===== src/rtl/core/i2cee_pkg.sv =====
package i2cee_pkg;

   // bus phases, one-hot
   typedef enum logic [19:0] {
      PH_IDLE       = 20'h00001,
      PH_ST_SDA_HI  = 20'h00002,
      PH_ST_SCL_HI  = 20'h00004,
      PH_ST_SDA_LO  = 20'h00008,
      PH_ST_SCL_LO  = 20'h00010,
      PH_WR_SCL_LO  = 20'h00020,
      PH_WR_SDA     = 20'h00040,
      PH_WR_SCL_HI  = 20'h00080,
      PH_WR_END_SCL = 20'h00100,
      PH_WR_END_SDA = 20'h00200,
      PH_ACK_SCL_HI = 20'h00400,
      PH_ACK_WAIT   = 20'h00800,
      PH_RD_SCL_LO  = 20'h01000,
      PH_RD_SDA_REL = 20'h02000,
      PH_RD_SCL_HI  = 20'h04000,
      PH_RD_SCL_LO2 = 20'h08000,
      PH_SP_SDA_LO  = 20'h10000,
      PH_SP_SCL_HI  = 20'h20000,
      PH_SP_SDA_HI  = 20'h40000,
      PH_RECOVER    = 20'h80000
   } phase_type;

   // which byte of the transaction is under way
   typedef enum logic [1:0] {
      SEG_CONTROL = 2'd0,
      SEG_ADDRESS = 2'd1,
      SEG_DATA    = 2'd2
   } seg_type;

   localparam logic [1:0] CSR_WIDE_MODE    = 2'd0;
   localparam logic [1:0] CSR_ACK_TIMEOUT  = 2'd1;
   localparam logic [1:0] CSR_READ_RECOV   = 2'd2;
   localparam logic [1:0] CSR_WRITE_RECOV  = 2'd3;

   localparam logic [7:0] CTRL_WRITE = 8'hA0;
   localparam logic [7:0] CTRL_READ  = 8'hA1;

   localparam logic [7:0] ACK_TIMEOUT_RST = 8'd255;
   localparam logic [7:0] READ_RECOV_RST  = 8'd10;
   localparam logic [7:0] WRITE_RECOV_RST = 8'd50;

   localparam logic [3:0] BITS_PER_BYTE = 4'd8;

   typedef struct packed {
      logic       wide_address_mode;
      logic [7:0] ack_timeout;
      logic [7:0] read_recovery_ticks;
      logic [7:0] write_recovery_ticks;
   } cfg_type;

   typedef struct packed {
      phase_type   phase;
      seg_type     seg;
      logic [3:0]  bit_count;
      logic [7:0]  shift_reg;
      logic [10:0] held_address;
      logic [7:0]  held_data;
      logic        held_write;
      logic [7:0]  wait_count;
      logic        scl_level;
      logic        sda_level;
   } state_type;

   typedef struct packed {
      logic       kind;
      logic       is_write;
      logic [10:0] mem_address;
      logic [7:0] write_byte;
      logic       sda_in;
   } req_type;

   typedef struct packed {
      logic       read_valid;
      logic [7:0] read_byte;
   } rd_type;

endpackage


===== src/rtl/core/i2cee_step.sv =====
module i2cee_step (
   input  i2cee_pkg::cfg_type   cfg,
   input  i2cee_pkg::state_type cur,
   input  i2cee_pkg::req_type   req,
   output i2cee_pkg::state_type nxt,
   output i2cee_pkg::rd_type    rd
);

   logic [3:0] block_bits;
   logic [3:0] bit_count_inc;

   // address bits 10:8 land in control bits 3:1
   assign block_bits    = cfg.wide_address_mode ? {cur.held_address[10:8], 1'b0} : 4'd0;
   assign bit_count_inc = cur.bit_count + 4'd1;

   always_comb begin
      nxt = cur;
      rd  = '0;
      if (req.kind) begin
         if (cur.phase == i2cee_pkg::PH_IDLE) begin
            nxt.held_write   = req.is_write;
            nxt.held_address = req.mem_address;
            nxt.held_data    = req.write_byte;
            nxt.seg          = i2cee_pkg::SEG_CONTROL;
            nxt.phase        = i2cee_pkg::PH_ST_SDA_HI;
         end
      end else begin
         unique case (cur.phase)
            i2cee_pkg::PH_IDLE: begin
               nxt.phase = i2cee_pkg::PH_IDLE;
            end
            i2cee_pkg::PH_ST_SDA_HI: begin
               nxt.sda_level = 1'b1;
               nxt.phase     = i2cee_pkg::PH_ST_SCL_HI;
            end
            i2cee_pkg::PH_ST_SCL_HI: begin
               nxt.scl_level = 1'b1;
               nxt.phase     = i2cee_pkg::PH_ST_SDA_LO;
            end
            i2cee_pkg::PH_ST_SDA_LO: begin
               nxt.sda_level = 1'b0;
               nxt.phase     = i2cee_pkg::PH_ST_SCL_LO;
            end
            i2cee_pkg::PH_ST_SCL_LO: begin
               nxt.scl_level = 1'b0;
               nxt.shift_reg = ((cur.seg == i2cee_pkg::SEG_CONTROL) ?
                                i2cee_pkg::CTRL_WRITE : i2cee_pkg::CTRL_READ)
                               | {4'd0, block_bits};
               nxt.bit_count = 4'd0;
               nxt.phase     = i2cee_pkg::PH_WR_SCL_LO;
            end
            i2cee_pkg::PH_WR_SCL_LO: begin
               nxt.scl_level = 1'b0;
               nxt.phase     = i2cee_pkg::PH_WR_SDA;
            end
            i2cee_pkg::PH_WR_SDA: begin
               nxt.sda_level = cur.shift_reg[7];
               nxt.shift_reg = {cur.shift_reg[6:0], 1'b0};
               nxt.phase     = i2cee_pkg::PH_WR_SCL_HI;
            end
            i2cee_pkg::PH_WR_SCL_HI: begin
               nxt.scl_level = 1'b1;
               nxt.bit_count = bit_count_inc;
               nxt.phase     = (bit_count_inc >= i2cee_pkg::BITS_PER_BYTE) ?
                               i2cee_pkg::PH_WR_END_SCL : i2cee_pkg::PH_WR_SCL_LO;
            end
            i2cee_pkg::PH_WR_END_SCL: begin
               nxt.scl_level = 1'b0;
               nxt.phase     = i2cee_pkg::PH_WR_END_SDA;
            end
            i2cee_pkg::PH_WR_END_SDA: begin
               nxt.sda_level = 1'b1;
               nxt.phase     = i2cee_pkg::PH_ACK_SCL_HI;
            end
            i2cee_pkg::PH_ACK_SCL_HI: begin
               nxt.scl_level  = 1'b1;
               nxt.wait_count = 8'd0;
               nxt.phase      = i2cee_pkg::PH_ACK_WAIT;
            end
            i2cee_pkg::PH_ACK_WAIT: begin
               if (!req.sda_in || (cur.wait_count >= cfg.ack_timeout)) begin
                  nxt.scl_level = 1'b0;
                  unique case (cur.seg)
                     i2cee_pkg::SEG_CONTROL: begin
                        nxt.seg       = i2cee_pkg::SEG_ADDRESS;
                        nxt.shift_reg = cur.held_address[7:0];
                        nxt.bit_count = 4'd0;
                        nxt.phase     = i2cee_pkg::PH_WR_SCL_LO;
                     end
                     i2cee_pkg::SEG_ADDRESS: begin
                        nxt.seg = i2cee_pkg::SEG_DATA;
                        if (cur.held_write) begin
                           nxt.shift_reg = cur.held_data;
                           nxt.bit_count = 4'd0;
                           nxt.phase     = i2cee_pkg::PH_WR_SCL_LO;
                        end else begin
                           // repeated start
                           nxt.phase = i2cee_pkg::PH_ST_SDA_HI;
                        end
                     end
                     default: begin
                        nxt.phase = cur.held_write ? i2cee_pkg::PH_SP_SDA_LO :
                                                     i2cee_pkg::PH_RD_SCL_LO;
                     end
                  endcase
               end else begin
                  nxt.wait_count = cur.wait_count + 8'd1;
               end
            end
            i2cee_pkg::PH_RD_SCL_LO: begin
               nxt.scl_level = 1'b0;
               nxt.phase     = i2cee_pkg::PH_RD_SDA_REL;
            end
            i2cee_pkg::PH_RD_SDA_REL: begin
               nxt.sda_level = 1'b1;
               nxt.bit_count = 4'd0;
               nxt.shift_reg = 8'd0;
               nxt.phase     = i2cee_pkg::PH_RD_SCL_HI;
            end
            i2cee_pkg::PH_RD_SCL_HI: begin
               nxt.scl_level = 1'b1;
               nxt.shift_reg = {cur.shift_reg[6:0], req.sda_in};
               nxt.phase     = i2cee_pkg::PH_RD_SCL_LO2;
            end
            i2cee_pkg::PH_RD_SCL_LO2: begin
               nxt.scl_level = 1'b0;
               nxt.bit_count = bit_count_inc;
               nxt.phase     = (bit_count_inc >= i2cee_pkg::BITS_PER_BYTE) ?
                               i2cee_pkg::PH_SP_SDA_LO : i2cee_pkg::PH_RD_SCL_HI;
            end
            i2cee_pkg::PH_SP_SDA_LO: begin
               nxt.sda_level = 1'b0;
               nxt.phase     = i2cee_pkg::PH_SP_SCL_HI;
            end
            i2cee_pkg::PH_SP_SCL_HI: begin
               nxt.scl_level = 1'b1;
               nxt.phase     = i2cee_pkg::PH_SP_SDA_HI;
            end
            i2cee_pkg::PH_SP_SDA_HI: begin
               nxt.sda_level = 1'b1;
               if (!cur.held_write) begin
                  rd.read_valid = 1'b1;
                  rd.read_byte  = cur.shift_reg;
               end
               nxt.wait_count = cur.held_write ? cfg.write_recovery_ticks :
                                                 cfg.read_recovery_ticks;
               nxt.phase      = (nxt.wait_count != 8'd0) ? i2cee_pkg::PH_RECOVER :
                                                           i2cee_pkg::PH_IDLE;
            end
            i2cee_pkg::PH_RECOVER: begin
               if (cur.wait_count != 8'd0) begin
                  nxt.wait_count = cur.wait_count - 8'd1;
               end
               if (nxt.wait_count == 8'd0) begin
                  nxt.phase = i2cee_pkg::PH_IDLE;
               end
            end
            default: begin
               nxt.phase = i2cee_pkg::PH_IDLE;
            end
         endcase
      end
   end

endmodule


===== src/rtl/core/i2c_eeprom_byte_access_master.sv =====
// each result word is registered in the output register as its request word is accepted;
// throughput is one word per cycle, set by the combinational phase update
// and the output register, which takes a new word whenever it is empty or being drained.
// synchronous active-high reset restores register defaults, releases scl and sda high,
// returns the sequencer to idle and empties the output register.
module i2c_eeprom_byte_access_master (
   input  logic        clock,
   input  logic        reset,
   input  logic        req_tvalid,
   output logic        req_tready,
   input  logic [23:0] req_tdata,  // is_write, mem_address[10:0], write_byte[7:0], sda_in
   input  logic        req_tuser,  // kind
   output logic        rsp_tvalid,
   input  logic        rsp_tready,
   output logic [15:0] rsp_tdata,  // scl_out, sda_out, busy_res, read_valid, read_byte[7:0]
   input  logic        csr_we,
   input  logic [1:0]  csr_index,
   input  logic [7:0]  csr_wdata
);

   i2cee_pkg::cfg_type   cfg_ff;
   i2cee_pkg::state_type state_ff;
   i2cee_pkg::state_type state_in;
   i2cee_pkg::req_type   req;
   i2cee_pkg::rd_type    rd;
   logic                 rsp_valid_ff;
   logic [11:0]          rsp_data_ff;
   logic [11:0]          rsp_data_in;
   logic                 accept;

   assign req.kind        = req_tuser;
   assign req.is_write    = req_tdata[0];
   assign req.mem_address = req_tdata[11:1];
   assign req.write_byte  = req_tdata[19:12];
   assign req.sda_in      = req_tdata[20];

   assign req_tready = !rsp_valid_ff || rsp_tready;
   assign accept     = req_tvalid && req_tready;

   i2cee_step u_step (
      .cfg (cfg_ff),
      .cur (state_ff),
      .req (req),
      .nxt (state_in),
      .rd  (rd)
   );

   assign rsp_data_in = {rd.read_byte, rd.read_valid,
                         (state_in.phase != i2cee_pkg::PH_IDLE),
                         state_in.sda_level, state_in.scl_level};

   always_ff @(posedge clock) begin
      if (reset) begin
         cfg_ff.wide_address_mode    <= 1'b0;
         cfg_ff.ack_timeout          <= i2cee_pkg::ACK_TIMEOUT_RST;
         cfg_ff.read_recovery_ticks  <= i2cee_pkg::READ_RECOV_RST;
         cfg_ff.write_recovery_ticks <= i2cee_pkg::WRITE_RECOV_RST;
      end else if (csr_we) begin
         unique case (csr_index)
            i2cee_pkg::CSR_WIDE_MODE:   cfg_ff.wide_address_mode    <= csr_wdata[0];
            i2cee_pkg::CSR_ACK_TIMEOUT: cfg_ff.ack_timeout          <= csr_wdata;
            i2cee_pkg::CSR_READ_RECOV:  cfg_ff.read_recovery_ticks  <= csr_wdata;
            i2cee_pkg::CSR_WRITE_RECOV: cfg_ff.write_recovery_ticks <= csr_wdata;
            default: ;
         endcase
      end
   end

   always_ff @(posedge clock) begin
      if (reset) begin
         state_ff.phase        <= i2cee_pkg::PH_IDLE;
         state_ff.seg          <= i2cee_pkg::SEG_CONTROL;
         state_ff.bit_count    <= 4'd0;
         state_ff.shift_reg    <= 8'd0;
         state_ff.held_address <= 11'd0;
         state_ff.held_data    <= 8'd0;
         state_ff.held_write   <= 1'b0;
         state_ff.wait_count   <= 8'd0;
         state_ff.scl_level    <= 1'b1;
         state_ff.sda_level    <= 1'b1;
      end else if (accept) begin
         state_ff <= state_in;
      end
   end

   always_ff @(posedge clock) begin
      if (reset) begin
         rsp_valid_ff <= 1'b0;
      end else if (accept) begin
         rsp_valid_ff <= 1'b1;
      end else if (rsp_tready) begin
         rsp_valid_ff <= 1'b0;
      end
   end

   always_ff @(posedge clock) begin
      if (accept) begin
         rsp_data_ff <= rsp_data_in;
      end
   end

   assign rsp_tvalid = rsp_valid_ff;
   assign rsp_tdata  = {4'd0, rsp_data_ff};

endmodule

===== config.mk =====
export PLATFORM = sky130hd
export DESIGN_NAME = i2c_eeprom_byte_access_master
export DESIGN_NICKNAME = d
export VERILOG_FILES = /design/src/rtl/core/i2cee_pkg.sv /design/src/rtl/core/i2cee_step.sv /design/src/rtl/core/i2c_eeprom_byte_access_master.sv
export SDC_FILE = /design/constraint.sdc
export NUM_CORES = 1
export LEC_CHECK = 0
export ABC_AREA = 1
export BUFFER_PORTS_ARGS = -buffer_cell sky130_fd_sc_hd__buf_2
export CAP_MARGIN = 20
export CELL_PAD_IN_SITES_DETAIL_PLACEMENT = 1
export CELL_PAD_IN_SITES_GLOBAL_PLACEMENT = 2
export CORE_MARGIN = 8
export CORE_UTILIZATION = 30
export CTS_CLUSTER_DIAMETER = 120
export DETAILED_ROUTE_END_ITERATION = 8
export HOLD_SLACK_MARGIN = 0.1
export PLACE_DENSITY = 0.72
export SKIP_CTS_REPAIR_TIMING = 1
export SYNTH_ARGS = -nofsm -noshare
export SYNTH_HDL_FRONTEND = slang
export SYNTH_HIERARCHICAL = 1
export SYNTH_SLANG_ARGS = --single-unit

===== constraint.sdc =====
create_clock -name clock -period 2.1 [get_ports clock]
set_input_delay 0.315 -clock clock [delete_from_list [all_inputs] [get_ports clock]]
set_output_delay 0.315 -clock clock [all_outputs]
set_load 0.005 [all_outputs]

==> results.toml, run 1 <==
[final_layout]
antenna_cells = 0
final_cell_mix = "nand2_1 (227), nor2_1 (191), buf_4 (176), nand3_1 (122), inv_1 (120)"
stdcell_area_um2 = 10100
final_util_pct = 41.9
final_common_cell = "nand2_1"
finalNetCount = 1381
drive_gt1_share_pct = 34.0
instances_no_fill = 1655
syn2layout_area_growth_pct = 38.5

[critical_path]
path_max_fanout = 3
crit_required_ns = 2.20
reg2reg_depth = 19
crit_top_cell = "nand2_1"
crit_type = "flop to flop"
startpoint_type = "flop"
cp.arrival_ns = 2.49
reg2reg_slack_ns = -0.29
cp_num_buf_inv = 3
timing.rr.end = "rsp_data_ff[2]$_DFFE_PP_"
crit_path_max_incr_delay_ns = 0.37
reg2reg_from = "state_ff[3]$_SDFFE_PP0P_"
cp_slowest_cell = "dfxtp_4"
end_kind = "flop"
cp_cell_sequence = "inv_4 > ha_4 > nor3b_4 > buf_4 > nand3_2 > nand2_1 > nand2_1 > nor2_1 > nand2_1 > nand2_1 > nand2_1 > nand3_2 > nand2_1 > nand2_1 > inv_1 > nor2_2 > nand2_1 > nor2_1 > nand3_1"
cp_top_family = "simple AND/OR/NAND/NOR gates"

[die]
core_area_um2 = 24000
initial_utilization_pct = 30.2
die_y_um = 172
num_rows = 57
boundaryPins = 58
die_area_um2 = 29500
die_w_um = 172

[logic_synthesis]
avgSynthCellArea_um2 = 6.54
synth_sequential_area_ratio_pct = 29.7
yosysWarningCount = 6
async_reset_ff_share_pct = 0
syn_area_um2 = 7270
synth_ff_type = "dfxtp_1"
ys_seq_elements = 102
ys_types = 49
syn_inst = 1111
synth_edf_count = 12

[clocking]
clkLatencyLatePin_ns = 0.36
h-tree-depth = 3
path_clk_slew_ns = 0.08
tritoncts = "yes"
cts_max_path_buffers = 2
clock-sinks = 102
cts_buffers = 9
ctsRootBufferMaster = "clkbuf_16"

[global_routing]
grt_pass1_vias = 7730
grt-ovfl-total = 0
grt_start_max_net_pins = 57
grt_use_total_pct = 18.1
grt_pass1_wl_mm = 41.9
grt_antenna_before_repair = 1

[outcome]
violations = "setup timing"
status = "finished, violations left"

[timing]
slew_viol_final = 0
hold_viol_final = 0
fin_ws_ns = -0.286
skew_ns = 0.0116
setup_viol = 34
fmax_ghz = 0.419
period_needed_ns = 2.39
grt_setup_unrepaired = "yes"
finalCritPeriodShare_pct = 114

[power]
power_density_nw_per_um2 = 566
p_leak_nw = 4.79
irDropWorstVdd_v = 0.000320

[route]
vias = 7829
drcViolationCount = 0
ant_nets = 0
vias_per_cell = 4.73
avgRoutedWirePerCell_um = 16.4
drt_pre_antenna_iters = 4
drt_wl_total_mm = 27.2
drtIter0Drc = 298

[worst_hold_path]
hold_path.class = "input port to flop"
holdPathStages = 3
min_from = "csr_wdata[1]"
min_to = "cfg_ff[1]$_SDFFE_PP1P_"

[place]
io_buffers = 50
dpl_cell_area_um2 = 8930
routabilityCongestion = 0.854
dpl.hpwl_mm = 20.1
place_inst = 1607

[run]
maxCapViolCount = 0
[sequential cells by signal, summed over array words and instances (netlist names)]
signal and flops:
cfg_ff 25, rsp_data_ff 12, rsp_tvalid 1, state_ff 64
[metal layers]
metal  vias to the layer above  GRT usage (%)  share of wire (%)  wire length, um
li1                       3971              -                  -                -
met1                      3725           24.3                 47            12700
met2                        97           30.2                 48            13000
met3                        34           2.34                3.1              839
met4                         2           4.65                2.1              557
met5                         -              0              0.044               12
[cell families after synthesis]
logic type	count (synthesis)	synth area share, %
simple gates	679	42.6
other cells	1	0.0516
xor+xnor	5	0.602
compound gates	92	8.16
buf+inv	194	12.8
fa+ha+maj	15	2.58
mux	23	3.49
flops	102	29.7
[where the power goes]
group	internal (W)	leakage, nW	total (W)	switching, W
sequential	0.00210	0.865	0.00222	0.000118
combinational	0.000715	3.77	0.00164	0.000923
clock	0.000925	0.157	0.00184	0.000916
[worst max-delay path by stage]
stage	from	to	depth (start not counted)
after CTS	state_ff[2]$_SDFFE_PP0P_	rsp_data_ff[2]$_DFFE_PP_	17
final	state_ff[3]$_SDFFE_PP0P_	rsp_data_ff[2]$_DFFE_PP_	19
after global routing	state_ff[2]$_SDFFE_PP0P_	rsp_data_ff[2]$_DFFE_PP_	19
after floorplan	state_ff[3]$_SDFFE_PP0P_	rsp_data_ff[2]$_DFFE_PP_	19
after global placement	state_ff[58]$_SDFFE_PP0P_	rsp_data_ff[2]$_DFFE_PP_	16
after detailed placement	state_ff[2]$_SDFFE_PP0P_	rsp_data_ff[2]$_DFFE_PP_	17
[cell usage after synthesis (all sizes together) (8+ instances only)]
| cell | n | share of area [%] |
|---|---|---|
| edfxtp | 12 | 5.0 |
| nor3 | 23 | 1.7 |
| inv | 141 | 7.3 |
| dfxtp | 90 | 25 |
| buf | 46 | 5.1 |
| nand3 | 145 | 11 |
| nor2 | 231 | 14 |
| mux2 | 19 | 2.9 |
| o22ai | 14 | 2.0 |
| nand2 | 255 | 14 |
| o21ai | 43 | 3.0 |
| ha | 15 | 2.6 |
| nand4 | 14 | 1.4 |
| a21oi | 24 | 1.9 |
| a221oi | 8 | 0.96 |
[layout make-up]
cell class / instances / area, um2
timing repair buffer: 251 / 1950
multi-input combinational: 819 / 4660
fill: 3112 / 14000
clock buffer: 10 / 250
sequential: 102 / 2190
tap: 324 / 405
clock inverter: 6 / 67.6
inverter: 143 / 549
[worst reg2reg max path, delay by kind of cell (launching register included)]
| family | cells | cell delay (ns) |
|---|---|---|
| buf+inv | 3 | 0.29 |
| simple gates | 15 | 1.37 |
| fa+ha+maj | 1 | 0.12 |
| flops | 1 | 0.37 |
[metrics by stage]
stage / setup TNS [ns] / hold WS, ns / worst slack, ns / power (W)
after floorplan: 0 / 0.428 / 0.00684 / 0.00310
after global placement: -6.70 / 0.439 / -0.388 / 0.00368
after detailed placement: -9.16 / 0.445 / -0.450 / 0.00371
after CTS: -10.87 / 0.181 / -0.473 / 0.00559
after global routing: -10.12 / 0.201 / -0.433 / 0.00603
final: -2.69 / 0.192 / -0.286 / 0.00570
(Power assumes the default switching activity.)
==> inputs of run 2 (changes only) <==
- PLACE_DENSITY: 0.72 -> 0.81
==> run 2 against run 1 <==
Compared with the run above:
- the run still ends with setup timing left
- critical path depth down 3
- utilization about the same
- flip-flop and latch count unchanged
- sequential power about the same
- wire length up 1.5%
- total power down 0.80%
- combinational power about the same
- register-to-register slack worse by 0.02 ns
- non-clock buffer count down 14
- design area about the same
- largest cell class unchanged
==> results.toml, run 2 (synthesis gave the netlist of run 1 again) <==
[outcome]
status = "finished, violations left"
violations = "setup timing"

[route]
drt_wl_total_mm = 27.6
ant_nets = 0
drcViolationCount = 0
drtIter0Drc = 410
vias_per_cell = 4.82
avgRoutedWirePerCell_um = 16.8
vias = 7909
drt_pre_antenna_iters = 5

[timing]
setup_viol = 41
fin_ws_ns = -0.310
slew_viol_final = 0
grt_setup_unrepaired = "yes"
hold_viol_final = 0
skew_ns = 0.0147
tightest_slew_ns = 0.658
period_needed_ns = 2.41
fmax_ghz = 0.415
finalCritPeriodShare_pct = 115
tns_ns = -5.40
slew_headroom_pct = 56.2

[run]
maxCapViolCount = 0

[place]
dpl_cell_area_um2 = 8890
place_inst = 1604
io_buffers = 50
routabilityCongestion = 0.916
dp_slack_ns = -0.472
dpl.hpwl_mm = 19.5

[critical_path]
cp_slowest_cell = "dfxtp_2"
cp_cell_sequence = "ha_1 > nand3_1 > nand3_1 > a41oi_2 > nand2_2 > buf_6 > inv_6 > nand2_1 > nand3_1 > nand2_1 > nand2_1 > nand2_1 > inv_1 > nand2_1 > nor2_2 > nand3_1"
cp.arrival_ns = 2.53
crit_required_ns = 2.22
path_max_fanout = 5
cp_top_family = "simple AND/OR/NAND/NOR gates"
crit_path_max_incr_delay_ns = 0.41
reg2reg_from = "state_ff[8]$_SDFFE_PP0P_"
crit_top_cell = "nand2_1"
startpoint_type = "flop"
startpoint = "state_ff[8]$_SDFFE_PP0P_"
crit_type = "flop to flop"
end_kind = "flop"
cp_num_buf_inv = 3

[final_layout]
instances_no_fill = 1641
stdcell_area_um2 = 10100
final_common_cell = "nand2_1"
reg.largest.list = "state_ff: 64 flops, cfg_ff: 25 flops, rsp_data_ff: 12 flops"
largest_register_ffs = 64
max_flop_register = "state_ff"
finalNetCount = 1367
drive_gt1_share_pct = 36.2
final_cell_mix = "nand2_1 (211), nor2_1 (191), buf_4 (161), nand3_1 (113), inv_1 (112)"
fillers = 3084
antenna_cells = 0
syn2layout_area_growth_pct = 38.6

[global_routing]
grt_start_max_net_pins = 67
grt_pass1_wl_mm = 42.2
grt-ovfl-total = 0
grt_antenna_before_repair = 0
grt_pass1_vias = 8000
grt_use_total_pct = 18.1

[power]
p_leak_nw = 4.78
power_density_nw_per_um2 = 561
irDropWorstVdd_v = 0.000357
finalPower_w = 0.00565

[clocking]
ctsRootBufferMaster = "clkbuf_16"
path_clk_slew_ns = 0.09
tritoncts = "yes"
clock-sinks = 102
h-tree-depth = 3
clkLatencyLatePin_ns = 0.37
cts_buffers = 9
cts_max_path_buffers = 2

[die]
die_w_um = 172
core_area_um2 = 24000
initial_utilization_pct = 30.2
die_y_um = 172
num_rows = 57
die_area_um2 = 29500
boundaryPins = 58

[worst_hold_path]
min_from = "csr_wdata[1]"
hold_path.class = "input port to flop"
[run 2: cell count changes in the layout (fill, tap and decap cells not counted), moves of 8 or more]
cell / previous run / this run
nand3_2: 19 / 27
nand2_2: 14 / 30
inv_1: 120 / 112
buf_4: 176 / 161
nand3_1: 122 / 113
inv_2: 17 / 25
nand2_1: 227 / 211
[run 2: per-layer routing]
metal / up-vias / GRT usage [%] / wire length [um]
li1: 3950 / - / -
met1: 3832 / 23.5 / 12900
met2: 96 / 30.8 / 13600
met3: 31 / 2.55 / 602
met4: 0 / 4.84 / 449
met5: - / 0 / 0
[run 2: power by group]
group	internal, W	switching (W)	total (W)
combinational	0.000712	0.000947	0.00166
clock	0.000847	0.000928	0.00177
sequential	0.00210	0.000115	0.00222
total	0.00366	0.00199	0.00565
[run 2: area by class of cell]
cell class                      instances  area (um2)  share of cell area (%)
Clock buffer                            9         225                    2.24
Clock inverter                          7        71.3                   0.708
Inverter                              143         552                    5.48
Multi-Input combinational cell        819        4780                    47.5
Sequential cell                       102        2190                    21.7
Tap cell                              324         405                    4.02
Timing Repair Buffer                  237        1840                    18.3
[run 2: path summary, 6_finish.rpt]
check | to | slack (ns) | cells past startpoint
min reg2reg | cfg_ff[22]$_SDFFE_PP1P_ | 0.45 | 2
min | cfg_ff[1]$_SDFFE_PP1P_ | 0.19 | 3
max | rsp_data_ff[2]$_DFFE_PP_ | -0.31 | 16
max reg2reg | rsp_data_ff[2]$_DFFE_PP_ | -0.31 | 16
[run 2: stage by stage]
step	hold slack, ns	utilization (%)
global route	0.217	41.9
detailed placement	0.446	37.0
floorplan	0.428	-
global placement	0.440	37.0
CTS	0.186	38.2
finish	0.193	41.9
[run 2: worst register-to-register path, cell delays in order, from the launching register on]
cell	delay (ns)
dfxtp_2	0.41
ha_1	0.27
nand3_1	0.09
nand3_1	0.09
a41oi_2	0.22
nand2_2	0.15
buf_6	0.18
inv_6	0.07
nand2_1	0.06
nand3_1	0.07
nand2_1	0.07
nand2_1	0.08
nand2_1	0.05
inv_1	0.07
nand2_1	0.07
nor2_2	0.13
nand3_1	0.08
==> inputs of run 3 (changes only) <==
- RECOVER_POWER: unset -> 50
==> run 3 against run 2 <==
Compared with the run above:
- the flow still finishes with violations (setup timing)
- register-to-register slack hardly changed
- utilization is 0.12 points lower
- global-route usage stayed put
- largest power group unchanged
- largest cell class unchanged
==> results.toml, run 3 (synthesis gave the netlist of run 1 again) <==
[power]
power_density_nw_per_um2 = 562
p_seq_share_pct = 39.3
switching_share_pct = 35.2
p_leak_nw = 4.74
internal_power_w = 0.00366
p_switching_w = 0.00198
pwr-share-clk_pct = 31.4
irDropWorstVdd_v = 0.000357
combPwrFrac_pct = 29.3

[critical_path]
startpoint_type = "flop"
reg2reg_depth = 17
cp.arrival_ns = 2.52
end_kind = "flop"
reg2reg_slack_ns = -0.30
crit_type = "flop to flop"
path_max_fanout = 5
crit_required_ns = 2.22

[final_layout]
final_common_cell = "nand2_1"
syn2layout_area_growth_pct = 38.2
drive_gt1_share_pct = 35.4
largest_register_ffs = 64
antenna_cells = 0
final_cell_mix = "nand2_1 (211), nor2_1 (191), buf_4 (161), nand3_1 (114), inv_1 (113)"
finalNetCount = 1367
reg.largest.list = "state_ff: 64 flops, cfg_ff: 25 flops, rsp_data_ff: 12 flops"
fillers = 3091
instances_no_fill = 1641
max_flop_register = "state_ff"

[route]
drt_pre_antenna_iters = 5
avgRoutedWirePerCell_um = 16.8
vias_per_cell = 4.81
vias = 7890
drtIter0Drc = 422
ant_nets = 0
drcViolationCount = 0
drt_wl_total_mm = 27.6

[clocking]
path_clk_slew_ns = 0.09
clock-sinks = 102
h-tree-depth = 3
cts_max_path_buffers = 2
clkLatencyLatePin_ns = 0.37
cts_buffers = 9
ctsRootBufferMaster = "clkbuf_16"
tritoncts = "yes"

[timing]
fin_ws_ns = -0.300
fmax_ghz = 0.417
setup_viol = 48
skew_ns = 0.0150
tightest_slew_ns = 0.962
period_needed_ns = 2.40
slew_viol_final = 0
finalCritPeriodShare_pct = 114
tns_ns = -6.17
slew_headroom_pct = 35.9
grt_setup_unrepaired = "yes"
hold_viol_final = 0

[die]
die_w_um = 172
boundaryPins = 58
num_rows = 57
die_area_um2 = 29500
core_area_um2 = 24000
initial_utilization_pct = 30.2
die_y_um = 172

[place]
routabilityCongestion = 0.916
dp_slack_ns = -0.472
io_buffers = 50
place_inst = 1604
dpl.hpwl_mm = 19.5

[global_routing]
grt_use_total_pct = 18.1
grt_antenna_before_repair = 0
grt_pass1_wl_mm = 42.2
grt_pass1_vias = 8000
grt-ovfl-total = 0
grt_start_max_net_pins = 67

[outcome]
status = "finished, violations left"
violations = "setup timing"

[worst_hold_path]
hold_path.class = "input port to flop"
holdPathStages = 3

[run]
maxCapViolCount = 0
[run 3: worst paths after layout]
check | startpoint | end
worst max register to register | state_ff[3]$_SDFFE_PP0P_ | rsp_data_ff[2]$_DFFE_PP_
worst max-delay path | state_ff[3]$_SDFFE_PP0P_ | rsp_data_ff[2]$_DFFE_PP_
worst min register to register | cfg_ff[22]$_SDFFE_PP1P_ | cfg_ff[22]$_SDFFE_PP1P_
worst min-delay path | csr_wdata[1] | cfg_ff[1]$_SDFFE_PP1P_
[run 3: layout make-up]
class                   instances  area (um2)  area share (%)
multi-input cells             819        4780            47.6
flip-flops and latches        102        2190            21.8
repair buffers                237        1820            18.1
inverters                     143         552            5.49
well taps                     324         405            4.04
clock buffers                   9         225            2.24
clock inverters                 7        71.3           0.710
[run 3: through the flow]
stage	instance area, um2	total power, W	hold WS (ns)	utilization (%)
after floorplan	7310	0.00310	0.428	-
after global routing	10000	0.00594	0.217	41.8
after global placement	8890	0.00366	0.440	37.0
after detailed placement	8890	0.00370	0.446	37.0
after CTS	9190	0.00550	0.186	38.2
final	10000	0.00564	0.194	41.8
[run 3: worst max-delay path, cell delays in order (launching register included)]
cell and delay (ns):
dfxtp_2 0.35, buf_4 0.15, ha_1 0.26, a21oi_1 0.15, o21ai_1 0.09, nand2_1 0.11
nand2_2 0.12, buf_6 0.17, inv_6 0.07, nand2_1 0.06, nand3_1 0.07, nand2_1 0.06
nand2_1 0.08, nand2_1 0.05, inv_1 0.07, nand2_1 0.07, nor2_2 0.13, nand3_1 0.08
[run 3: power groups by stage]
stage          clock network, W  logic [W]  registers [W]
3_3_place_gp                  0    0.00142        0.00224
2_1_floorplan                 0   0.000875        0.00223
4_1_cts                 0.00183    0.00146        0.00220
5_1_grt                 0.00189    0.00182        0.00224
6_report                0.00177    0.00165        0.00222
3_5_place_dp                  0    0.00145        0.00224
[run 3: per-layer routing]
metal / share of wire (%) / global-route usage [%] / vias to the layer above
met3: 2.3 / 2.55 / 27
met1: 47 / 23.5 / 3810
met4: 1.6 / 4.84 / 0
met2: 49 / 30.8 / 105
met5: 0 / 0 / -
li1: - / - / 3948
